File: src/rtl/nllfr_pkg.sv
// Shared constants, codes and control types for the NLL loss forward block.
package nllfr_pkg;

  // Problem size
  localparam int NUM_CLASSES  = 1024;
  localparam int TABLE_DEPTH  = 1024;
  localparam int TABLE_AW     = $clog2(TABLE_DEPTH);

  // Field widths
  localparam int CFG_W        = 16;
  localparam int CFG_IDX_W    = 2;
  localparam int MODE_W       = 2;
  localparam int SLOT_W       = 10;
  localparam int WGT_W        = 16;
  localparam int TGT_W        = 16;
  localparam int X_W          = 24;
  localparam int LOSS_W       = 48;
  localparam int WACC_W       = 26;

  // Fixed-point arithmetic
  localparam int FRAC_SHIFT   = 12;
  localparam int WEIGHT_ONE   = 1 << FRAC_SHIFT;
  localparam int ROUND_HALF   = 1 << (FRAC_SHIFT - 1);
  localparam int WSEL_W       = WGT_W + 1;
  localparam int PROD_W       = X_W + WSEL_W + 1;
  localparam int TERM_W       = 30;
  localparam int NUM_W        = LOSS_W + FRAC_SHIFT;
  localparam int CNT_W        = $clog2(NUM_W);

  // Configuration register indexes
  localparam logic [CFG_IDX_W-1:0] CFG_IDX_MODE   = 2'd0;
  localparam logic [CFG_IDX_W-1:0] CFG_IDX_USEW   = 2'd1;
  localparam logic [CFG_IDX_W-1:0] CFG_IDX_IGNORE = 2'd2;

  // Reduction modes (sum and the unused code both reduce by plain sum)
  localparam logic [MODE_W-1:0] RED_NONE = 2'd0;
  localparam logic [MODE_W-1:0] RED_MEAN = 2'd1;

  // Request types
  localparam logic REQ_LOAD   = 1'b0;
  localparam logic REQ_SAMPLE = 1'b1;

  // Reset values of the configuration registers
  localparam logic [MODE_W-1:0] MODE_RST   = RED_MEAN;
  localparam logic              USEW_RST   = 1'b0;
  localparam logic [TGT_W-1:0]  IGNORE_RST = 16'hFF9C;

  typedef enum logic [3:0] {
    S_IDLE,
    S_MUL,
    S_TERM,
    S_ACC,
    S_CHK,
    S_DLOAD,
    S_DIV,
    S_FIN,
    S_EMIT
  } state_t;

  // Controller to datapath
  typedef struct packed {
    logic wr_entry;
    logic capture;
    logic mul_en;
    logic term_en;
    logic acc_en;
    logic chk_en;
    logic dload_en;
    logic div_step;
    logic fin_en;
    logic res_term;
    logic res_acc;
    logic out_load;
  } ctrl_cmd_t;

  // Datapath to controller
  typedef struct packed {
    logic mode_none;
    logic mode_mean;
    logic last;
    logic wacc_zero;
  } dp_stat_t;

endpackage

File: src/rtl/nllfr_ctrl.sv
// Sequencing state machine: item acceptance, divider stepping and result hand-off.
module nllfr_ctrl (
  input  logic                  clk,
  input  logic                  rst_n,
  input  logic                  in_valid,
  input  logic                  in_req_type,
  output logic                  in_ready,
  output logic                  out_valid,
  input  logic                  out_ready,
  input  nllfr_pkg::dp_stat_t   stat,
  output nllfr_pkg::ctrl_cmd_t  cmd
);
  import nllfr_pkg::*;

  state_t            state_r, state_nxt;
  logic [CNT_W-1:0]  cnt_r, cnt_nxt;
  logic              out_valid_r, out_valid_nxt;

  // State, divider count and output valid
  always_ff @(posedge clk) begin
    if (!rst_n) begin
      state_r     <= S_IDLE;
      cnt_r       <= '0;
      out_valid_r <= 1'b0;
    end else begin
      state_r     <= state_nxt;
      cnt_r       <= cnt_nxt;
      out_valid_r <= out_valid_nxt;
    end
  end

  // Next state and commands
  always_comb begin
    state_nxt = state_r;
    cnt_nxt   = cnt_r;
    cmd       = '0;
    in_ready  = 1'b0;
    unique case (state_r)
      S_IDLE: begin
        in_ready = 1'b1;
        if (in_valid) begin
          if (in_req_type == REQ_SAMPLE) begin
            cmd.capture = 1'b1;
            state_nxt   = S_MUL;
          end else begin
            cmd.wr_entry = 1'b1;
          end
        end
      end
      S_MUL: begin
        cmd.mul_en = 1'b1;
        state_nxt  = S_TERM;
      end
      S_TERM: begin
        cmd.term_en = 1'b1;
        state_nxt   = S_ACC;
      end
      S_ACC: begin
        if (stat.mode_none) begin
          cmd.res_term = 1'b1;
          state_nxt    = S_EMIT;
        end else begin
          cmd.acc_en = 1'b1;
          state_nxt  = stat.last ? S_CHK : S_IDLE;
        end
      end
      S_CHK: begin
        if (stat.mode_mean && !stat.wacc_zero) begin
          cmd.chk_en = 1'b1;
          state_nxt  = S_DLOAD;
        end else begin
          cmd.res_acc = 1'b1;
          state_nxt   = S_EMIT;
        end
      end
      S_DLOAD: begin
        cmd.dload_en = 1'b1;
        cnt_nxt      = CNT_W'(NUM_W - 1);
        state_nxt    = S_DIV;
      end
      S_DIV: begin
        cmd.div_step = 1'b1;
        cnt_nxt      = cnt_r - CNT_W'(1);
        if (cnt_r == '0) begin
          state_nxt = S_FIN;
        end
      end
      S_FIN: begin
        cmd.fin_en = 1'b1;
        state_nxt  = S_EMIT;
      end
      S_EMIT: begin
        // wait for the output register to be free
        if (!out_valid_r || out_ready) begin
          cmd.out_load = 1'b1;
          state_nxt    = S_IDLE;
        end
      end
      default: begin
        state_nxt = S_IDLE;
      end
    endcase
  end

  // Output register occupancy
  always_comb begin
    if (cmd.out_load) begin
      out_valid_nxt = 1'b1;
    end else if (out_ready) begin
      out_valid_nxt = 1'b0;
    end else begin
      out_valid_nxt = out_valid_r;
    end
  end

  assign out_valid = out_valid_r;

endmodule

File: config.mk
export PLATFORM = sky130hd
export DESIGN_NAME = nllfr_ctrl
export DESIGN_NICKNAME = d
export VERILOG_FILES = /design/src/rtl/nllfr_pkg.sv /design/src/rtl/nllfr_ctrl.sv
export SDC_FILE = /design/constraint.sdc
export NUM_CORES = 1
export LEC_CHECK = 0
export ABC_AREA = 1
export BUFFER_PORTS_ARGS = -buffer_cell sky130_fd_sc_hd__buf_2
export CORE_UTILIZATION = 52
export DETAILED_ROUTE_END_ITERATION = 6
export PLACE_DENSITY = 0.81
export SLEW_MARGIN = 15
export SYNTH_ARGS = -nofsm -noshare
export SYNTH_HDL_FRONTEND = slang
export SYNTH_SLANG_ARGS = --single-unit
File: constraint.sdc
create_clock -name clk -period 2.6 [get_ports clk]
set_clock_uncertainty 0.2 [all_clocks]
set_input_delay 0.52 -clock clk [delete_from_list [all_inputs] [get_ports clk]]
set_output_delay 0.52 -clock clk [all_outputs]
set_load 0.005 [all_outputs]
==> flow_results.xml, run 1 <==
<?xml version="1.0" encoding="UTF-8"?>
<metrics>
  <group name="clock_network">
    <metric name="post_cts.resized_instances" unit="">0</metric>
    <metric name="cts_tree" unit="">yes</metric>
    <metric name="cts.clk_slew.worst_paths" unit="ns">0.07</metric>
    <metric name="clock_tree.htree_level_count" unit="">1</metric>
    <metric name="postCtsSetupRepairBufs" unit="">0</metric>
    <metric name="tritoncts_num_sinks" unit="">11</metric>
    <metric name="clock_path_buffers" unit="">2</metric>
    <metric name="cts-root-buf" unit="">sky130_fd_sc_hd__clkbuf_4</metric>
    <metric name="skew_pair_late_insertion_delay" unit="ns">0.27</metric>
    <metric name="cts-hold-fix-buffers" unit="">0</metric>
    <metric name="numCtsBuffers" unit="">3</metric>
  </group>
  <group name="synthesis">
    <metric name="yosys.cell_count.top_type" unit="">sky130_fd_sc_hd__nand2_1</metric>
    <metric name="yosys.area.top_type_share" unit="">0.303</metric>
    <metric name="synth_common_cells" unit="">sky130_fd_sc_hd__nand2_1 (23), sky130_fd_sc_hd__nor2_1 (20), sky130_fd_sc_hd__inv_1 (16)</metric>
    <metric name="postSynthCellCount" unit="">110</metric>
    <metric name="postSynthRegisterBits" unit="">11</metric>
    <metric name="yosysWarnings" unit="">0</metric>
    <metric name="synth.yosys.seq_area_share" unit="">0.303</metric>
    <metric name="synth_largest_area_cell" unit="">sky130_fd_sc_hd__dfxtp_1</metric>
    <metric name="yosys_most_used_dff" unit="">sky130_fd_sc_hd__dfxtp_1</metric>
    <metric name="synth_cell_types" unit="">22</metric>
    <metric name="yosys-top-cells-area" unit="">sky130_fd_sc_hd__dfxtp_1 (30%), sky130_fd_sc_hd__nand2_1 (12%), sky130_fd_sc_hd__nor2_1 (10%), sky130_fd_sc_hd__inv_1 (8.3%), sky130_fd_sc_hd__nor2_4 (4.6%)</metric>
    <metric name="syn-mean-instance-area" unit="um2">6.61</metric>
    <metric name="mappedNetlistArea" unit="um2">727</metric>
    <metric name="postSynth.asyncResetShare" unit="">0</metric>
    <metric name="postSynthNetCount" unit="">121</metric>
    <metric name="synth_edf_count" unit="">0</metric>
  </group>
  <group name="worst_setup_path">
    <metric name="path_class" unit="">reg2out</metric>
    <metric name="crit_path_max_incr_delay" unit="ns">0.36</metric>
    <metric name="worst_path_most_repeated_cell" unit="">sky130_fd_sc_hd__nor2_2</metric>
    <metric name="worstPathRequired" unit="ns">1.88</metric>
    <metric name="worstPathCellList" unit="">nor2_2 -&gt; inv_1 -&gt; nor2_2 -&gt; nand2_1 -&gt; nor2_1 -&gt; buf_2</metric>
    <metric name="start_kind" unit="">register</metric>
    <metric name="worst-path-max-fanout" unit="">5</metric>
    <metric name="crit_arrival" unit="ns">1.27</metric>
    <metric name="worst_path_max_delay_cell" unit="">sky130_fd_sc_hd__dfxtp_1</metric>
    <metric name="setup.worst_path.end_class" unit="">output pin</metric>
  </group>
  <group name="sta">
    <metric name="share_of_the_clock_period_used_by_the_worst_path_after_layout" unit="">0.766</metric>
    <metric name="fmax" unit="MHz">502</metric>
    <metric name="setup_slack" unit="ns">0.609</metric>
    <metric name="final_hold_violations" unit="">0</metric>
    <metric name="fin_tns_setup" unit="ns">0</metric>
    <metric name="slew_headroom" unit="">0.836</metric>
    <metric name="finalHoldWorstSlack" unit="ns">0.290</metric>
    <metric name="min_period" unit="ns">1.99</metric>
    <metric name="worst-slew-pin-transition" unit="ns">0.246</metric>
    <metric name="timing.final.max_slew_violations" unit="">0</metric>
    <metric name="report.final.setup_viol" unit="">0</metric>
    <metric name="rsz0062_at_grt" unit="">no</metric>
  </group>
  <group name="global_routing">
    <metric name="global_route.overflow_total" unit="">0</metric>
    <metric name="initial_antenna_violation_count" unit="">0</metric>
    <metric name="first_pass_grt_wire_length" unit="mm">2.51</metric>
    <metric name="grt_pass1_vias" unit="">677</metric>
    <metric name="grt_usage" unit="">0.240</metric>
    <metric name="largest_net_degree_at_the_start_of_global_routing" unit="">7</metric>
  </group>
  <group name="run_status">
    <metric name="outcome" unit="">finished, final reports clean</metric>
  </group>
  <group name="detailed_routing">
    <metric name="post_route_wl" unit="mm">1.52</metric>
    <metric name="wire_per_inst" unit="um">10.1</metric>
    <metric name="detailroute.via_count" unit="">741</metric>
    <metric name="drtPass1Iterations" unit="">4</metric>
    <metric name="post_detailed_route_count_of_antenna_violating_nets" unit="">0</metric>
    <metric name="drt_drc_violations_left" unit="">0</metric>
    <metric name="drt_iter0_markers" unit="">14</metric>
    <metric name="via_per_instance_ratio" unit="">4.94</metric>
  </group>
  <group name="pwr">
    <metric name="power_switching" unit="uW">114</metric>
    <metric name="internal_power" unit="uW">265</metric>
    <metric name="pwr_density_cell" unit="mW/mm2">433</metric>
    <metric name="power.ir.vdd_worst" unit="uV">354</metric>
    <metric name="report.power.total" unit="uW">379</metric>
    <metric name="static-leakage-power" unit="nW">0.491</metric>
    <metric name="power.sequential.fraction" unit="">0.480</metric>
    <metric name="power.clock.fraction" unit="">0.308</metric>
    <metric name="comb_power_share" unit="">0.212</metric>
    <metric name="power_switching_share" unit="">0.301</metric>
  </group>
  <group name="placement">
    <metric name="half_perimeter_wire_length_of_the_detailed_placement_result" unit="mm">1.23</metric>
    <metric name="gp_congestion" unit="">0.743</metric>
    <metric name="io_buf_count" unit="">22</metric>
    <metric name="post-place-ws" unit="ns">0.845</metric>
  </group>
  <group name="final_layout">
    <metric name="final_nets" unit="">147</metric>
    <metric name="syn2layout_area_growth" unit="%">20.3</metric>
    <metric name="fillerInstances" unit="">124</metric>
    <metric name="n_antenna_cell" unit="">0</metric>
    <metric name="final_layout_size_suffix_gt1_frac" unit="">0.304</metric>
  </group>
  <group name="job">
    <metric name="max-cap-violations" unit="">0</metric>
  </group>
  <group name="die">
    <metric name="dieWidth" unit="um">39.4</metric>
    <metric name="core_area" unit="mm2">0.00130</metric>
    <metric name="floorplan.io_pins" unit="">23</metric>
    <metric name="die_height" unit="um">39.4</metric>
    <metric name="rows" unit="">13</metric>
    <metric name="initial_utilization" unit="">0.559</metric>
    <metric name="die_area" unit="mm2">0.00155</metric>
  </group>
  <group name="min_path">
    <metric name="min-delay-path-class" unit="">reg2reg</metric>
  </group>
</metrics>
worst max-delay path: cells and delay by family (launching register included):
| kind | cells | cell delay (ns) |
|---|---|---|
| AND/OR/NAND/NOR | 4 | 0.46 |
| flip-flops | 1 | 0.36 |
| buffers and inverters | 2 | 0.20 |
metal layers:
metal	share of wire	wire length (um)	global-route usage	vias to the layer above
met5	0	0	0	-
met4	0.019	29	0.147	0
met3	0.038	57	0.0170	4
met2	0.50	763	0.471	22
met1	0.44	669	0.239	327
li1	-	-	-	388
power groups by stage:
stage	logic (mW)	registers, mW	clock network [mW]
finish	0.0803	0.182	0.117
floorplan	0.0538	0.184	0
CTS	0.0811	0.181	0.120
detailed placement	0.0809	0.186	0
global placement	0.0782	0.185	0
global route	0.0937	0.183	0.128
metrics by stage:
| step | utilization | cells | cell area [um2] |
|---|---|---|---|
| finish | 0.672 | 150 | 875 |
| detailed placement | 0.652 | 146 | 848 |
| global route | 0.672 | 150 | 875 |
| floorplan | - | 110 | 727 |
| CTS | 0.672 | 150 | 875 |
| global placement | 0.652 | 146 | 848 |
worst paths after layout:
check | slack (ns) | cells past startpoint | start | to
hold / removal | 0.29 | 2 | cnt_r[0]$_SDFFE_PN0P_ | cnt_r[0]$_SDFFE_PN0P_
setup / recovery | 0.61 | 6 | state_r[0]$_SDFFE_PN0P_ | cmd[11]
hold reg to reg | 0.29 | 2 | cnt_r[0]$_SDFFE_PN0P_ | cnt_r[0]$_SDFFE_PN0P_
setup reg to reg | 1.20 | 7 | state_r[2]$_SDFFE_PN0P_ | cnt_r[4]$_SDFFE_PN0P_
state kept, by name, indices dropped and copies added, names as in the netlist:
signal,flops
cnt_r,6
state_r,4
out_valid,1
logic make-up (layout without fill, tap and decap cells):
| logic type | count (synthesis) | count (layout) | share of synthesized area |
|---|---|---|---|
| AO/OA/AOI/OAI | 9 | 9 | 0.0620 |
| XOR/XNOR | 1 | 1 | 0.0121 |
| adder cells (fa/ha/maj) | 2 | 2 | 0.0344 |
| buffers and inverters | 20 | 45 | 0.108 |
| flip-flops | 11 | 11 | 0.303 |
| AND/OR/NAND/NOR | 67 | 67 | 0.480 |
layout by cell type (no fill, tap or decap):
cell | synthesis | layout
sky130_fd_sc_hd__nand2_2 | 2 | 2
sky130_fd_sc_hd__buf_2 | 0 | 22
sky130_fd_sc_hd__or2_0 | 1 | 1
sky130_fd_sc_hd__nand2_4 | 1 | 1
sky130_fd_sc_hd__nor3_2 | 2 | 2
sky130_fd_sc_hd__nor2_2 | 3 | 3
sky130_fd_sc_hd__inv_2 | 3 | 3
sky130_fd_sc_hd__ha_1 | 2 | 2
sky130_fd_sc_hd__nand2_1 | 23 | 23
sky130_fd_sc_hd__xor2_1 | 1 | 1
sky130_fd_sc_hd__clkbuf_4 | 0 | 3
sky130_fd_sc_hd__nor2_4 | 3 | 3
sky130_fd_sc_hd__dfxtp_1 | 11 | 11
sky130_fd_sc_hd__nor2_8 | 1 | 1
sky130_fd_sc_hd__nor3_1 | 2 | 2
sky130_fd_sc_hd__nor2_1 | 20 | 20
sky130_fd_sc_hd__a21oi_1 | 6 | 6
sky130_fd_sc_hd__clkbuf_1 | 0 | 1
sky130_fd_sc_hd__nand3_2 | 1 | 1
sky130_fd_sc_hd__nand3_1 | 5 | 5
sky130_fd_sc_hd__nand3b_1 | 1 | 1
sky130_fd_sc_hd__o21ai_0 | 3 | 3
sky130_fd_sc_hd__inv_1 | 16 | 16
sky130_fd_sc_hd__nand4_1 | 2 | 2
cell type report:
type                       instances  area [um2]  share of cell area
tap                               15        18.8              0.0215
timing repair buffer              22         110               0.126
clock buffer                       4        26.3              0.0300
inverter                          19        71.3              0.0815
sequential                        11         220               0.252
multi-input combinational         79         428               0.489
No activity file was read; power rests on OpenSTA's default activity.
==> inputs of run 2 (changes only) <==
CORE_ASPECT_RATIO = 0.9   (was unset)
CORE_UTILIZATION = 48   (was 52)
PLACE_DENSITY = 0.76   (was 0.81)
clock period = 1.9 ns   (was 2.6 ns; I/O delays follow)
==> run 2 against run 1 <==
Flip-flop and latch count unchanged. Utilization is 0.40 points higher. Worst hold slack got worse by 0.12 ns. Critical endpoint unchanged. Sequential power increased by 38%. Total power up 43%. Final area increased by 2.1%.
==> flow_results.xml, run 2 (same netlist as run 1, synthesis figures left out) <==
<?xml version="1.0" encoding="UTF-8"?>
<metrics>
  <group name="run_status">
    <metric name="outcome" unit="">finished, final reports clean</metric>
  </group>
  <group name="die">
    <metric name="dieWidth" unit="um">43.0</metric>
    <metric name="initial_utilization" unit="">0.550</metric>
    <metric name="rows" unit="">12</metric>
    <metric name="die_height" unit="um">38.9</metric>
    <metric name="die_area" unit="mm2">0.00167</metric>
    <metric name="core_area" unit="mm2">0.00132</metric>
    <metric name="floorplan.io_pins" unit="">23</metric>
  </group>
  <group name="pwr">
    <metric name="report.power.total" unit="uW">540</metric>
    <metric name="power.clock.fraction" unit="">0.297</metric>
    <metric name="power_switching" unit="uW">168</metric>
    <metric name="power_switching_share" unit="">0.310</metric>
    <metric name="pwr_density_cell" unit="mW/mm2">605</metric>
    <metric name="comb_power_share" unit="">0.240</metric>
    <metric name="static-leakage-power" unit="nW">0.499</metric>
    <metric name="power.sequential.fraction" unit="">0.464</metric>
    <metric name="internal_power" unit="uW">373</metric>
    <metric name="power.ir.vdd_worst" unit="uV">626</metric>
  </group>
  <group name="global_routing">
    <metric name="grt_pass1_vias" unit="">624</metric>
    <metric name="initial_antenna_violation_count" unit="">0</metric>
    <metric name="largest_net_degree_at_the_start_of_global_routing" unit="">7</metric>
    <metric name="grt_usage" unit="">0.221</metric>
    <metric name="first_pass_grt_wire_length" unit="mm">2.61</metric>
    <metric name="global_route.overflow_total" unit="">0</metric>
  </group>
  <group name="min_path">
    <metric name="min_from" unit="">rst_n</metric>
    <metric name="number_of_cells_on_the_worst_hold_path" unit="">3</metric>
    <metric name="hold_worst_path_end" unit="">state_r[2]$_SDFFE_PN0P_</metric>
    <metric name="min-delay-path-class" unit="">in2reg</metric>
  </group>
  <group name="job">
    <metric name="max-cap-violations" unit="">0</metric>
  </group>
  <group name="clock_network">
    <metric name="numCtsBuffers" unit="">3</metric>
    <metric name="cts-hold-fix-buffers" unit="">0</metric>
    <metric name="cts-root-buf" unit="">sky130_fd_sc_hd__clkbuf_4</metric>
    <metric name="skew_pair_late_insertion_delay" unit="ns">0.27</metric>
    <metric name="tritoncts_num_sinks" unit="">11</metric>
    <metric name="cts_tree" unit="">yes</metric>
    <metric name="clock_path_buffers" unit="">2</metric>
    <metric name="clock_tree.htree_level_count" unit="">1</metric>
    <metric name="cts.clk_slew.worst_paths" unit="ns">0.06</metric>
  </group>
  <group name="sta">
    <metric name="share_of_the_clock_period_used_by_the_worst_path_after_layout" unit="">0.962</metric>
    <metric name="fmax" unit="MHz">547</metric>
    <metric name="timing.final.max_slew_violations" unit="">0</metric>
    <metric name="slew_headroom" unit="">0.842</metric>
    <metric name="final_hold_violations" unit="">0</metric>
    <metric name="worst-slew-pin-transition" unit="ns">0.236</metric>
    <metric name="rsz0062_at_grt" unit="">yes</metric>
    <metric name="report.final.setup_viol" unit="">0</metric>
    <metric name="fin_tns_setup" unit="ns">0</metric>
    <metric name="min_period" unit="ns">1.83</metric>
  </group>
  <group name="detailed_routing">
    <metric name="post_detailed_route_count_of_antenna_violating_nets" unit="">0</metric>
    <metric name="drt_iter0_markers" unit="">9</metric>
    <metric name="drt_drc_violations_left" unit="">0</metric>
    <metric name="drtPass1Iterations" unit="">4</metric>
    <metric name="via_per_instance_ratio" unit="">4.99</metric>
    <metric name="wire_per_inst" unit="um">11.2</metric>
    <metric name="detailroute.via_count" unit="">748</metric>
    <metric name="post_route_wl" unit="mm">1.68</metric>
  </group>
  <group name="worst_setup_path">
    <metric name="regToRegEndpoint" unit="">state_r[2]$_SDFFE_PN0P_</metric>
    <metric name="worst-path-max-fanout" unit="">6</metric>
    <metric name="start_kind" unit="">register</metric>
    <metric name="path_class" unit="">reg2out</metric>
    <metric name="critical_path.reg2reg.startpoint" unit="">state_r[0]$_SDFFE_PN0P_</metric>
    <metric name="setup.worst_path.end_class" unit="">output pin</metric>
    <metric name="crit_arrival" unit="ns">1.25</metric>
    <metric name="r2r_slack" unit="ns">0.49</metric>
    <metric name="r2r.worst_path.cells" unit="">7</metric>
    <metric name="worstPathRequired" unit="ns">1.32</metric>
  </group>
  <group name="final_layout">
    <metric name="finish.instance_area" unit="um2">893</metric>
    <metric name="largest_reg_flops" unit="">6</metric>
    <metric name="instances_no_fill" unit="">150</metric>
    <metric name="n_antenna_cell" unit="">0</metric>
    <metric name="layout_commonest_cell" unit="">sky130_fd_sc_hd__nand2_1</metric>
    <metric name="most-common-layout-cells" unit="">sky130_fd_sc_hd__nand2_1 (23), sky130_fd_sc_hd__buf_2 (22), sky130_fd_sc_hd__nor2_1 (19)</metric>
    <metric name="final_layout_size_suffix_gt1_frac" unit="">0.316</metric>
    <metric name="final_nets" unit="">148</metric>
    <metric name="final_core_utilization" unit="">0.676</metric>
    <metric name="fillerInstances" unit="">127</metric>
    <metric name="syn2layout_area_growth" unit="%">22.9</metric>
    <metric name="top_register" unit="">cnt_r</metric>
  </group>
  <group name="placement">
    <metric name="gp_congestion" unit="">0.784</metric>
    <metric name="half_perimeter_wire_length_of_the_detailed_placement_result" unit="mm">1.32</metric>
    <metric name="placed_cells" unit="">145</metric>
    <metric name="io_buf_count" unit="">22</metric>
    <metric name="dpl-instance-area" unit="um2">847</metric>
  </group>
</metrics>
-- run 2: cell count changes in the layout (fill, tap and decap cells not counted) --
cell	before	now
sky130_fd_sc_hd__nor2_4	3	5
sky130_fd_sc_hd__nor2_1	20	19
sky130_fd_sc_hd__buf_4	0	1
sky130_fd_sc_hd__nor2_2	3	2
-- run 2: per-layer routing --
layer  vias to the layer above  share of wire  GRT usage
li1                        390              -          -
met1                       344           0.48      0.271
met2                        12           0.47      0.360
met3                         2          0.037     0.0841
met4                         0          0.011     0.0682
met5                         -              0          0
-- run 2: power by group through the flow --
stage	clock [mW]	sequential, mW	combinational, mW
after floorplan	0	0.252	0.0736
after global placement	0	0.253	0.108
after detailed placement	0	0.254	0.112
after CTS	0.170	0.250	0.115
after global routing	0.182	0.252	0.143
final	0.160	0.251	0.129
-- run 2: metrics by stage --
stage          hold slack [ns]  setup WS, ns
2_1_floorplan            0.259         0.460
3_3_place_gp             0.278         0.364
3_5_place_dp             0.285         0.295
4_1_cts                  0.161        0.0420
5_1_grt                  0.171       -0.0460
6_report                 0.170        0.0731
-- run 2: repair_timing --
item / CTS / global route
pin swaps: 0 / 1
resized for setup: 1 / 2
buffers inserted: 0 / 1
endpoints found under the setup margin: 1 / 2
-- run 2: area by class of cell --
class | count | area (um2) | share of cell area
clock buffer | 4 | 26.3 | 0.0294
timing repair buffer | 23 | 118 | 0.132
multi-input combinational | 79 | 440 | 0.493
tap | 14 | 17.5 | 0.0196
sequential | 11 | 220 | 0.246
inverter | 19 | 71.3 | 0.0798
-- run 2: critical path, cell delays in order, from the launching register on --
cell,delay (ns)
sky130_fd_sc_hd__dfxtp_1,0.34
sky130_fd_sc_hd__inv_2,0.10
sky130_fd_sc_hd__nand2_2,0.12
sky130_fd_sc_hd__nor2_4,0.15
sky130_fd_sc_hd__nand2_1,0.06
sky130_fd_sc_hd__nor2_1,0.08
sky130_fd_sc_hd__buf_2,0.12
-- run 2: worst max-delay path by stage --
stage / slack (ns) / from / to / cells after the start
6_report: 0.07 / state_r[3]$_SDFFE_PN0P_ / cmd[11] / 6
5_1_grt: -0.05 / state_r[2]$_SDFFE_PN0P_ / cmd[11] / 6
4_1_cts: 0.04 / state_r[0]$_SDFFE_PN0P_ / cmd[11] / 6
3_5_place_dp: 0.29 / state_r[0]$_SDFFE_PN0P_ / cmd[11] / 6
3_3_place_gp: 0.36 / state_r[0]$_SDFFE_PN0P_ / cmd[11] / 6
2_1_floorplan: 0.46 / state_r[0]$_SDFFE_PN0P_ / cmd[11] / 5
